**config.mk**
```make
export PLATFORM = sky130hd
export DESIGN_NAME = cdcs_mac
export DESIGN_NICKNAME = d
export VERILOG_FILES = /design/src/design/causal_depthwise_conv_stream_core_macros.svh /design/src/design/cdcs_pkg.sv /design/src/design/cdcs_mac.sv
export SDC_FILE = /design/constraint.sdc
export NUM_CORES = 1
export LEC_CHECK = 0
export BUFFER_PORTS_ARGS = -buffer_cell sky130_fd_sc_hd__buf_2
export CAP_MARGIN = 20
export CORE_MARGIN = 2
export CORE_UTILIZATION = 52
export CTS_CLUSTER_SIZE = 16
export DETAILED_ROUTE_END_ITERATION = 6
export GPL_ROUTABILITY_DRIVEN = 0
export GPL_TIMING_DRIVEN = 0
export PLACE_DENSITY = 0.69
export SYNTH_ARGS = -nofsm -noshare
export SYNTH_HDL_FRONTEND = slang
export SYNTH_SLANG_ARGS = --single-unit
export TNS_END_PERCENT = 1
```
**constraint.sdc**
```tcl
create_clock -name clock -period 8.6 [get_ports clock]
set_clock_uncertainty 0.15 [all_clocks]
set_input_delay 1.72 -clock clock [delete_from_list [all_inputs] [get_ports clock]]
set_output_delay 1.72 -clock clock [all_outputs]
set_load 0.01 [all_outputs]
```
**src/design/causal_depthwise_conv_stream_core_macros.svh**
```systemverilog
// Assertion macros shared by the convolution core RTL
`ifndef CAUSAL_DEPTHWISE_CONV_STREAM_CORE_MACROS_SVH
`define CAUSAL_DEPTHWISE_CONV_STREAM_CORE_MACROS_SVH
`ifndef NO_ASSERTIONS
// same-cycle implication
`define CDCS_ASSERT_IMPL(label, clk, rst, ante, cons) \
   label: assert property (@(posedge clk) disable iff (rst) (ante) |-> (cons)) \
      else $error("cdcs assertion failed: same-cycle implication");
// next-cycle implication
`define CDCS_ASSERT_NEXT(label, clk, rst, ante, cons) \
   label: assert property (@(posedge clk) disable iff (rst) (ante) |=> (cons)) \
      else $error("cdcs assertion failed: next-cycle implication");
`else
`define CDCS_ASSERT_IMPL(label, clk, rst, ante, cons)
`define CDCS_ASSERT_NEXT(label, clk, rst, ante, cons)
`endif
`endif

```
**src/design/cdcs_pkg.sv**
```systemverilog
// Shared types and constants of the causal depthwise convolution core
package cdcs_pkg;

   localparam int DataW       = 16;
   localparam int ChanW       = 9;
   localparam int TapW        = 4;
   localparam int FuncW       = 2;
   localparam int ProdW       = 2 * DataW;
   localparam int FracShift   = 14;
   localparam int RoundBias   = 8192;
   localparam int DefChannels = 512;
   localparam int DefTaps     = 15;

   typedef enum logic [FuncW-1:0] {
      FUNC_SAMPLE = 2'd0,
      FUNC_WEIGHT = 2'd1,
      FUNC_BIAS   = 2'd2,
      FUNC_HIST   = 2'd3
   } func_type;

   typedef enum logic [2:0] {
      ST_CLEAR,
      ST_IDLE,
      ST_START,
      ST_RUN,
      ST_DRAIN
   } state_type;

   typedef struct packed {
      logic load_bias;
      logic mul_vld;
   } mac_ctl_type;

   typedef struct packed {
      logic              busy;
      logic              saturated;
      logic [DataW-1:0]  result;
   } mac_sts_type;

endpackage

```
**src/design/cdcs_mac.sv**
```systemverilog
// Multiply-accumulate datapath with Q2.14 rounding and saturation
module cdcs_mac #(
   parameter int TAPS = cdcs_pkg::DefTaps
) (
   input  logic                               clock,
   input  logic                               reset,
   input  cdcs_pkg::mac_ctl_type              ctl,
   input  logic signed [cdcs_pkg::DataW-1:0]  bias,
   input  logic signed [cdcs_pkg::DataW-1:0]  x,
   input  logic signed [cdcs_pkg::DataW-1:0]  w,
   output cdcs_pkg::mac_sts_type              sts
);

   localparam int AccW = cdcs_pkg::ProdW + $clog2(TAPS + 1);
   localparam logic signed [AccW-1:0] MaxQ = AccW'(32767);
   localparam logic signed [AccW-1:0] MinQ = -(AccW'(32768));

   logic signed [cdcs_pkg::ProdW-1:0] prod_ff;
   logic                              prod_vld_ff;
   logic signed [AccW-1:0]            acc_ff;
   logic signed [AccW-1:0]            rnd;
   logic signed [AccW-1:0]            shifted;

   always_ff @(posedge clock) begin
      if (reset) begin
         prod_vld_ff <= 1'b0;
      end else begin
         prod_vld_ff <= ctl.mul_vld;
      end
   end

   always_ff @(posedge clock) begin
      if (ctl.mul_vld) begin
         prod_ff <= x * w;
      end
      // bias is aligned to the product scale
      if (ctl.load_bias) begin
         acc_ff <= AccW'(bias) <<< cdcs_pkg::FracShift;
      end else if (prod_vld_ff) begin
         acc_ff <= acc_ff + AccW'(prod_ff);
      end
   end

   // round half up, floor shift, clip to 16 bits
   always_comb begin
      rnd           = acc_ff + AccW'(cdcs_pkg::RoundBias);
      shifted       = rnd >>> cdcs_pkg::FracShift;
      sts.busy      = prod_vld_ff;
      sts.saturated = 1'b0;
      sts.result    = shifted[cdcs_pkg::DataW-1:0];
      if (shifted > MaxQ) begin
         sts.saturated = 1'b1;
         sts.result    = MaxQ[cdcs_pkg::DataW-1:0];
      end else if (shifted < MinQ) begin
         sts.saturated = 1'b1;
         sts.result    = MinQ[cdcs_pkg::DataW-1:0];
      end
   end

endmodule

```
Word level (Yosys, flattened, before mapping)
Cells that the tools add are included.
{"block": "totals", "reg_bits": 69, "in_bits": 52, "output_inout_bits": 18}
{"block": "classes", "multipliers": 1, "magnitude_cmp": 2, "add_sub_neg": 2, "reduce_logical": 1, "mux": 4}
{"cell": "36-bit 2-to-1 mux", "n": 2}
{"cell": "36-bit by 15-bit adder with 36-bit output, second input constant", "n": 1}
{"cell": "36-bit by 32-bit adder with 36-bit output", "n": 1}
{"cell": "17-bit 2-to-1 mux", "n": 2}
{"cell": "16-bit by 16-bit multiplier with 32-bit output", "n": 1}
{"cell": "22-bit by 16-bit > comparator with 1-bit output, second input constant", "n": 1}
{"cell": "22-bit by 16-bit < comparator with 1-bit output, second input constant", "n": 1}
{"cell": "2-bit nonzero test", "n": 1}

Longest topological paths before layout
Gate-level depths: netlist (run 1).
{"block": "depth", "depth_word": 4, "mapped_depth": 25, "mapped_depth_nobuf": 23}

Worst setup path before layout (run 1)
No wires, ideal clock.
{"block": "synth_path", "path_kind": "input -> register", "from": "input x[15] in the netlist's numbering", "to": "register prod_ff[31] in the netlist's numbering, data pin", "path_stages": 20, "arrival_time_ns": 7.384, "setup_time_ns": 0.260, "setup_slack_ns": 0.806, "required_time_ns": 8.190, "path_buffers": 1, "path_cell_list": "clkbuf_1 nand2_1 fa_1 inv_1 fa_1 fa_1 fa_1 fa_1 inv_1 fa_1 inv_1 ha_1 or3_1 o21ai_0 o211ai_1 a41o_1 o41ai_2 o21bai_1 a21oi_1 xnor2_1"}
{"block": "synth_between", "elab_chain_cells": 1}
{"item": "start: declaration", "line_no": "cdcs_mac.sv:9", "rtl": "input logic signed [cdcs_pkg::DataW-1:0] x,"}
{"item": "16-bit by 16-bit multiplier with 32-bit output", "line_no": "cdcs_mac.sv:34", "rtl": "prod_ff <= x * w;"}
{"item": "end signal: assignment", "line_no": "cdcs_mac.sv:34"}
{"item": "end: declaration", "line_no": "cdcs_mac.sv:18", "rtl": "logic signed [cdcs_pkg::ProdW-1:0] prod_ff;"}
No other way between the ends.
A chain may end at the register's enable or synchronous reset.

Worst setup path after layout (run 1)
{"block": "layout_path", "from": "input x[8] in the netlist's numbering", "to": "register prod_ff[30] in the netlist's numbering, data pin"}
The elaborated chain is that of the path after synthesis.

==> impl_metrics.json, run 1 <==
{
  "status": "finished, final reports clean",
  "cts_setup_buffers": 0,
  "via_per_inst": 5.23,
  "endpoint": "prod_ff[30]",
  "relSlewSlack": 0.463,
  "core-area_um2": 27600,
  "worstPathRequired_ns": 8.53,
  "grt_pass1_wl_um": 55400,
  "holdCritPathClass": "flop to flop",
  "worstPathArrival_ns": 8.34,
  "diodes": 0,
  "synth_area_um2": 14500,
  "syn_avg_cell_area_um2": 9.21,
  "synth.distinct_cells": 65,
  "clockBufferDepth": 2,
  "final_max_slew_viol_count": 0,
  "tns_ns": 0,
  "crit_buf_inv": 5,
  "grt-ovfl-total": 0,
  "crit_path_top_delay_cell": "fa_1",
  "synth_flop_cell": "edfxtp_1",
  "multi_input_area_um2": 11100,
  "first_iter_violations": 585,
  "drive_gt1_frac": 0.0704,
  "tightestPinTransition_ns": 0.805,
  "setup_viol": 0,
  "min_period_over_period": 0.977,
  "r2r_setup_slack_ns": 5.25,
  "rsz0062_at_grt": "true",
  "detail_route.wl_per_cell_um": 16.0,
  "cap_violations": 0,
  "cts-root-buf": "clkbuf_16",
  "area_growth_pct": 7.47,
  "io_pins": 70,
  "rows": 61,
  "fmax_ghz": 0.119,
  "cpMostUsedCell": "fa_1",
  "start_util": 0.525,
  "register_area_um2": 1920,
  "finalHoldViolCount": 0,
  "cts_inserted_buffers": 9,
  "worstPathMaxFanout": 10,
  "ant_nets": 0,
  "async_reset_ff_frac": 0,
  "finalWirelength_um": 32400,
  "die_area_um2": 29200,
  "drc_errors": 0,
  "yosysSeqAreaShare": 0.133,
  "pre_cts_ws_ns": -0.193,
  "h-tree-depth": 3,
  "r2r_end": "acc_ff[35]",
  "dr.pass1.iters": 5,
  "dieHeight_um": 171,
  "insertion_delay_ns": 0.34,
  "antenna_found_initial": 0,
  "crit_chain": "buf_2, clkbuf_1, nand2_1, fa_1, inv_1, fa_1, fa_1, fa_1, fa_1, inv_1, fa_1, inv_1, ha_1, a21o_1, a221o_1, a21oi_1, o21ai_0, a21oi_1, o211ai_1, a31o_2, a21oi_1, xnor2_1",
  "critPathCaptureType": "flop",
  "synth-seq-cells": 69,
  "worst_setup_path_start_kind": "input pin",
  "port-buffer-count": 69,
  "path_class": "input pin to flop",
  "grt_pass1_vias": 11100,
  "cts_tree": "done",
  "cp_top_family": "adder cells",
  "worst_slack_ns": 0.194,
  "cts_resized": 0,
  "ys_warn_count": 0,
  "synthCells": 1570,
  "r2r_cells": 11,
  "hold_buffers": 0,
  "cts.reportedPaths.clkPinSlew_ns": 0.06,
  "r2r_start": "prod_ff[8]",
  "max_stage_delay_ns": 0.56,
  "final_nets": 2076,
  "cp-startpoint": "x[8]",
  "period_needed_ns": 8.41,
  "vias": 10600,
  "path_depth": 22,
  "die_x_um": 171,
  "grt_start_max_net_pins": 34,
  "synth-edff-count": 54,
  "dp_hpwl_um": 28300,
  "final_util": 0.564,
  "cts_sinks": 69,
  "syn-num-nets": 2003,
  "fin_hold_ws_ns": 0.321,
  "fillers": 2465,
  "grtUsageTotal": 0.242
}
[cells in the final DEF, fill, tap and decap left out, types with 4 or more instances in the layout]
| cell | instances |
|---|---|
| a211oi_1 | 14 |
| a21o_1 | 21 |
| a21oi_1 | 52 |
| a221o_1 | 4 |
| a31o_2 | 4 |
| a31oi_1 | 6 |
| and2_1 | 125 |
| and3_1 | 9 |
| and4_1 | 5 |
| buf_2 | 69 |
| clkbuf_1 | 33 |
| clkbuf_16 | 9 |
| dfxtp_1 | 15 |
| edfxtp_1 | 54 |
| fa_1 | 262 |
| ha_1 | 118 |
| inv_1 | 330 |
| mux2i_1 | 7 |
| nand2_1 | 178 |
| nand2b_1 | 7 |
| nand3_1 | 21 |
| nand4_1 | 7 |
| nor2_1 | 53 |
| nor2b_1 | 7 |
| nor3_1 | 14 |
| o211ai_1 | 7 |
| o21a_1 | 7 |
| o21ai_0 | 52 |
| o21ai_2 | 9 |
| o21bai_1 | 4 |
| o31ai_1 | 5 |
| xnor2_1 | 49 |
| xor2_1 | 30 |
[logic make-up (layout without fill, tap and decap cells)]
kind of cell | after synthesis | after routing | synth area share
simple gates | 438 | 438 | 0.148
fa+ha+maj | 381 | 381 | 0.466
compound gates | 215 | 215 | 0.0982
buf+inv | 379 | 457 | 0.100
xor+xnor | 81 | 81 | 0.0501
mux | 7 | 7 | 0.00484
flops | 69 | 69 | 0.133
[how the worst min path moves through the flow]
stage                       endpoint  cells past startpoint  startpoint
after global placement     acc_ff[7]                      2   acc_ff[7]
after global routing       acc_ff[7]                      2   acc_ff[7]
final                      acc_ff[7]                      2   acc_ff[7]
after detailed placement   acc_ff[7]                      2   acc_ff[7]
after CTS                  acc_ff[7]                      2   acc_ff[7]
after floorplan           acc_ff[11]                      2  acc_ff[11]
[routing by layer]
layer	wire length (um)	track usage	vias up	share of wire
li1	-	-	5077	-
met2	14800	0.395	314	0.46
met4	795	0.0732	0	0.025
met1	14900	0.341	5145	0.46
met3	1900	0.0268	50	0.059
met5	0	0	-	0
[sequential cells by signal (all words and copies together) (netlist names)]
register and flops:
acc_ff 36, prod_ff 32, prod_vld_ff 1
[final cells by class]
| class | instances | share of cell area |
|---|---|---|
| inverters | 330 | 0.0797 |
| clock inverters | 7 | 0.00378 |
| clock buffers | 9 | 0.0145 |
| flip-flops and latches | 69 | 0.124 |
| well taps | 378 | 0.0304 |
| plain buffers | 42 | 0.0118 |
| repair buffers | 69 | 0.0222 |
| multi-input cells | 1122 | 0.714 |
[tightest hold or removal path: stages (launching register included)]
cell	delay [ns]
dfxtp_1	0.32
nand2_1	0.05
o31ai_1	0.05
[through the flow]
stage | instance area (um2) | instances
6_report | 15500 | 2026
5_1_grt | 15500 | 2026
4_1_cts | 15600 | 2033
3_5_place_dp | 15300 | 2017
3_3_place_gp | 15300 | 2017
2_1_floorplan | 14500 | 1570
[Yosys cell counts, types with 30 or more instances]
cell	n	share of area
inv_1	330	0.086
fa_1	263	0.36
nand2_1	178	0.046
and2_1	125	0.054
ha_1	118	0.10
edfxtp_1	54	0.11
nor2_1	53	0.014
a21oi_1	52	0.018
o21ai_0	52	0.018
xnor2_1	49	0.030
clkbuf_1	42	0.011
xor2_1	30	0.018
Power of run 1 is left out: the tool's default activity adds up to more than one toggle a clock period on the data nets, which glitch-free logic cannot reach.
==> inputs of run 2 (changes only) <==
- CTS_BUF_LIST: not set -> sky130_fd_sc_hd__clkbuf_4 sky130_fd_sc_hd__clkbuf_8 sky130_fd_sc_hd__clkbuf_16
- CTS_CLUSTER_SIZE: 16 -> 25
- GPL_TIMING_DRIVEN: 0 -> 1
==> run 2 against run 1 <==
  * Setup slack better by 0.60 ns
  * First-iteration DRC count is 25% higher
  * Die area unchanged
  * Highest routed layer unchanged
  * Worst hold slack better by 0.0022 ns
  * Cell count fell by 1.8%
  * Sequential cell count unchanged
  * Largest cell class unchanged
==> impl_metrics.json, run 2 (synthesis results as in run 1) <==
{
  "status": "finished, final reports clean",
  "core-area_um2": 27600,
  "layout_commonest_cell": "inv_1",
  "clockBufferDepth": 2,
  "io_pins": 70,
  "detail_route.wl_per_cell_um": 15.8,
  "largest_reg_flops": 36,
  "area_growth_pct": 6.43,
  "antenna_found_initial": 0,
  "first_iter_violations": 730,
  "final_max_slew_viol_count": 0,
  "finalWirelength_um": 31400,
  "grt_pass1_wl_um": 53000,
  "layout_common_cells": "inv_1, fa_1, nand2_1, and2_1, ha_1",
  "insertion_delay_ns": 0.34,
  "worstPathArrival_ns": 7.73,
  "relSlewSlack": 0.451,
  "worstHoldStart": "acc_ff[7]",
  "min_period_over_period": 0.908,
  "cts_tree": "done",
  "grtUsageTotal": 0.229,
  "reg_top3": "acc_ff: 36 flops, prod_ff: 32 flops, prod_vld_ff: 1 flops",
  "setup_viol": 0,
  "dp_hpwl_um": 26300,
  "ant_nets": 0,
  "cap_violations": 0,
  "start_util": 0.525,
  "cts_inserted_buffers": 9,
  "die_area_um2": 29200,
  "fmax_ghz": 0.128,
  "final_nets": 2039,
  "grt-ovfl-total": 0,
  "critPathCaptureType": "flop",
  "register_area_um2": 1920,
  "diodes": 0,
  "cts-root-buf": "clkbuf_16",
  "worstPathMaxFanout": 16,
  "h-tree-depth": 3,
  "dieHeight_um": 171,
  "hold_buffers": 0,
  "r2r_cells": 10,
  "port-buffer-count": 69,
  "multi_input_area_um2": 11100,
  "cts.reportedPaths.clkPinSlew_ns": 0.06,
  "grt_pass1_vias": 10600,
  "cts_setup_buffers": 0,
  "holdCritPathClass": "flop to flop",
  "r2r_start": "prod_ff[8]",
  "drc_errors": 0,
  "finalHoldViolCount": 0,
  "grt_start_max_net_pins": 34,
  "r2r_setup_slack_ns": 5.28,
  "rsz0062_at_grt": "false",
  "holdPathEnd": "acc_ff[7]",
  "via_per_inst": 5.24,
  "top_register": "acc_ff",
  "worstPathRequired_ns": 8.53,
  "hold_path_depth": 2,
  "cts_sinks": 69,
  "path_class": "input pin to flop",
  "worst_setup_path_start_kind": "input pin",
  "vias": 10400,
  "tns_ns": 0,
  "tightestPinTransition_ns": 0.822,
  "rows": 61,
  "cts_resized": 0,
  "r2r_end": "acc_ff[35]",
  "fillers": 2484,
  "die_x_um": 171,
  "drive_gt1_frac": 0.0695,
  "period_needed_ns": 7.80,
  "dr.pass1.iters": 5
}
-- run 2: changes by cell type in the layout (fill, tap and decap cells not counted), sizes merged --
cell	change
inv	+1
clkbuf	-37
clkinvlp	-1
-- run 2: worst max path at each step --
stage                     start  cells after the start           to  slack [ns]
after global placement     w[5]                     20  prod_ff[31]        0.59
final                      x[8]                     22  prod_ff[31]        0.80
after floorplan           x[15]                     20  prod_ff[31]        0.81
after detailed placement   w[9]                     23  prod_ff[31]        0.50
after CTS                  x[8]                     22  prod_ff[31]        0.86
after global routing       w[9]                     23  prod_ff[31]        0.45
-- run 2: per-stage QoR --
| stage | cell area, um2 | util | instances | hold slack, ns | setup WS (ns) |
|---|---|---|---|---|---|
| 6_report | 15400 | 0.559 | 1989 | 0.323 | 0.795 |
| 5_1_grt | 15400 | 0.559 | 1989 | 0.372 | 0.447 |
| 4_1_cts | 15400 | 0.559 | 1989 | 0.324 | 0.861 |
| 3_5_place_dp | 15100 | 0.548 | 1973 | 0.312 | 0.499 |
| 3_3_place_gp | 15100 | 0.548 | 1973 | 0.305 | 0.594 |
| 2_1_floorplan | 14500 | - | 1570 | 0.279 | 0.806 |
-- run 2: per-layer routing --
layer | vias to the layer above | share of wire | track usage
met5 | - | 0 | 0
met4 | 0 | 0.016 | 0.0543
met3 | 35 | 0.065 | 0.0361
met2 | 299 | 0.43 | 0.350
met1 | 5081 | 0.49 | 0.343
li1 | 5007 | - | -
-- run 2: cell type report --
| type | instances | area share |
|---|---|---|
| clock inverters | 7 | 0.00366 |
| well taps | 378 | 0.0307 |
| inverters | 330 | 0.0805 |
| flip-flops and latches | 69 | 0.125 |
| clock buffers | 9 | 0.0146 |
| multi-input cells | 1122 | 0.721 |
| repair buffers | 74 | 0.0249 |
-- run 2: worst max-delay path: stages --
cell	delay (ns)
buf_2	0.21
and2_1	0.20
fa_1	0.53
inv_1	0.05
fa_1	0.49
fa_1	0.56
inv_1	0.07
fa_1	0.46
fa_1	0.54
inv_1	0.05
fa_1	0.53
inv_1	0.04
ha_1	0.37
a21oi_1	0.22
o21ai_0	0.19
a211oi_1	0.33
o211ai_1	0.22
a41o_1	0.31
o41ai_2	0.29
o21bai_1	0.10
a21oi_1	0.18
xnor2_1	0.08
Power of run 2 is left out for the same reason.
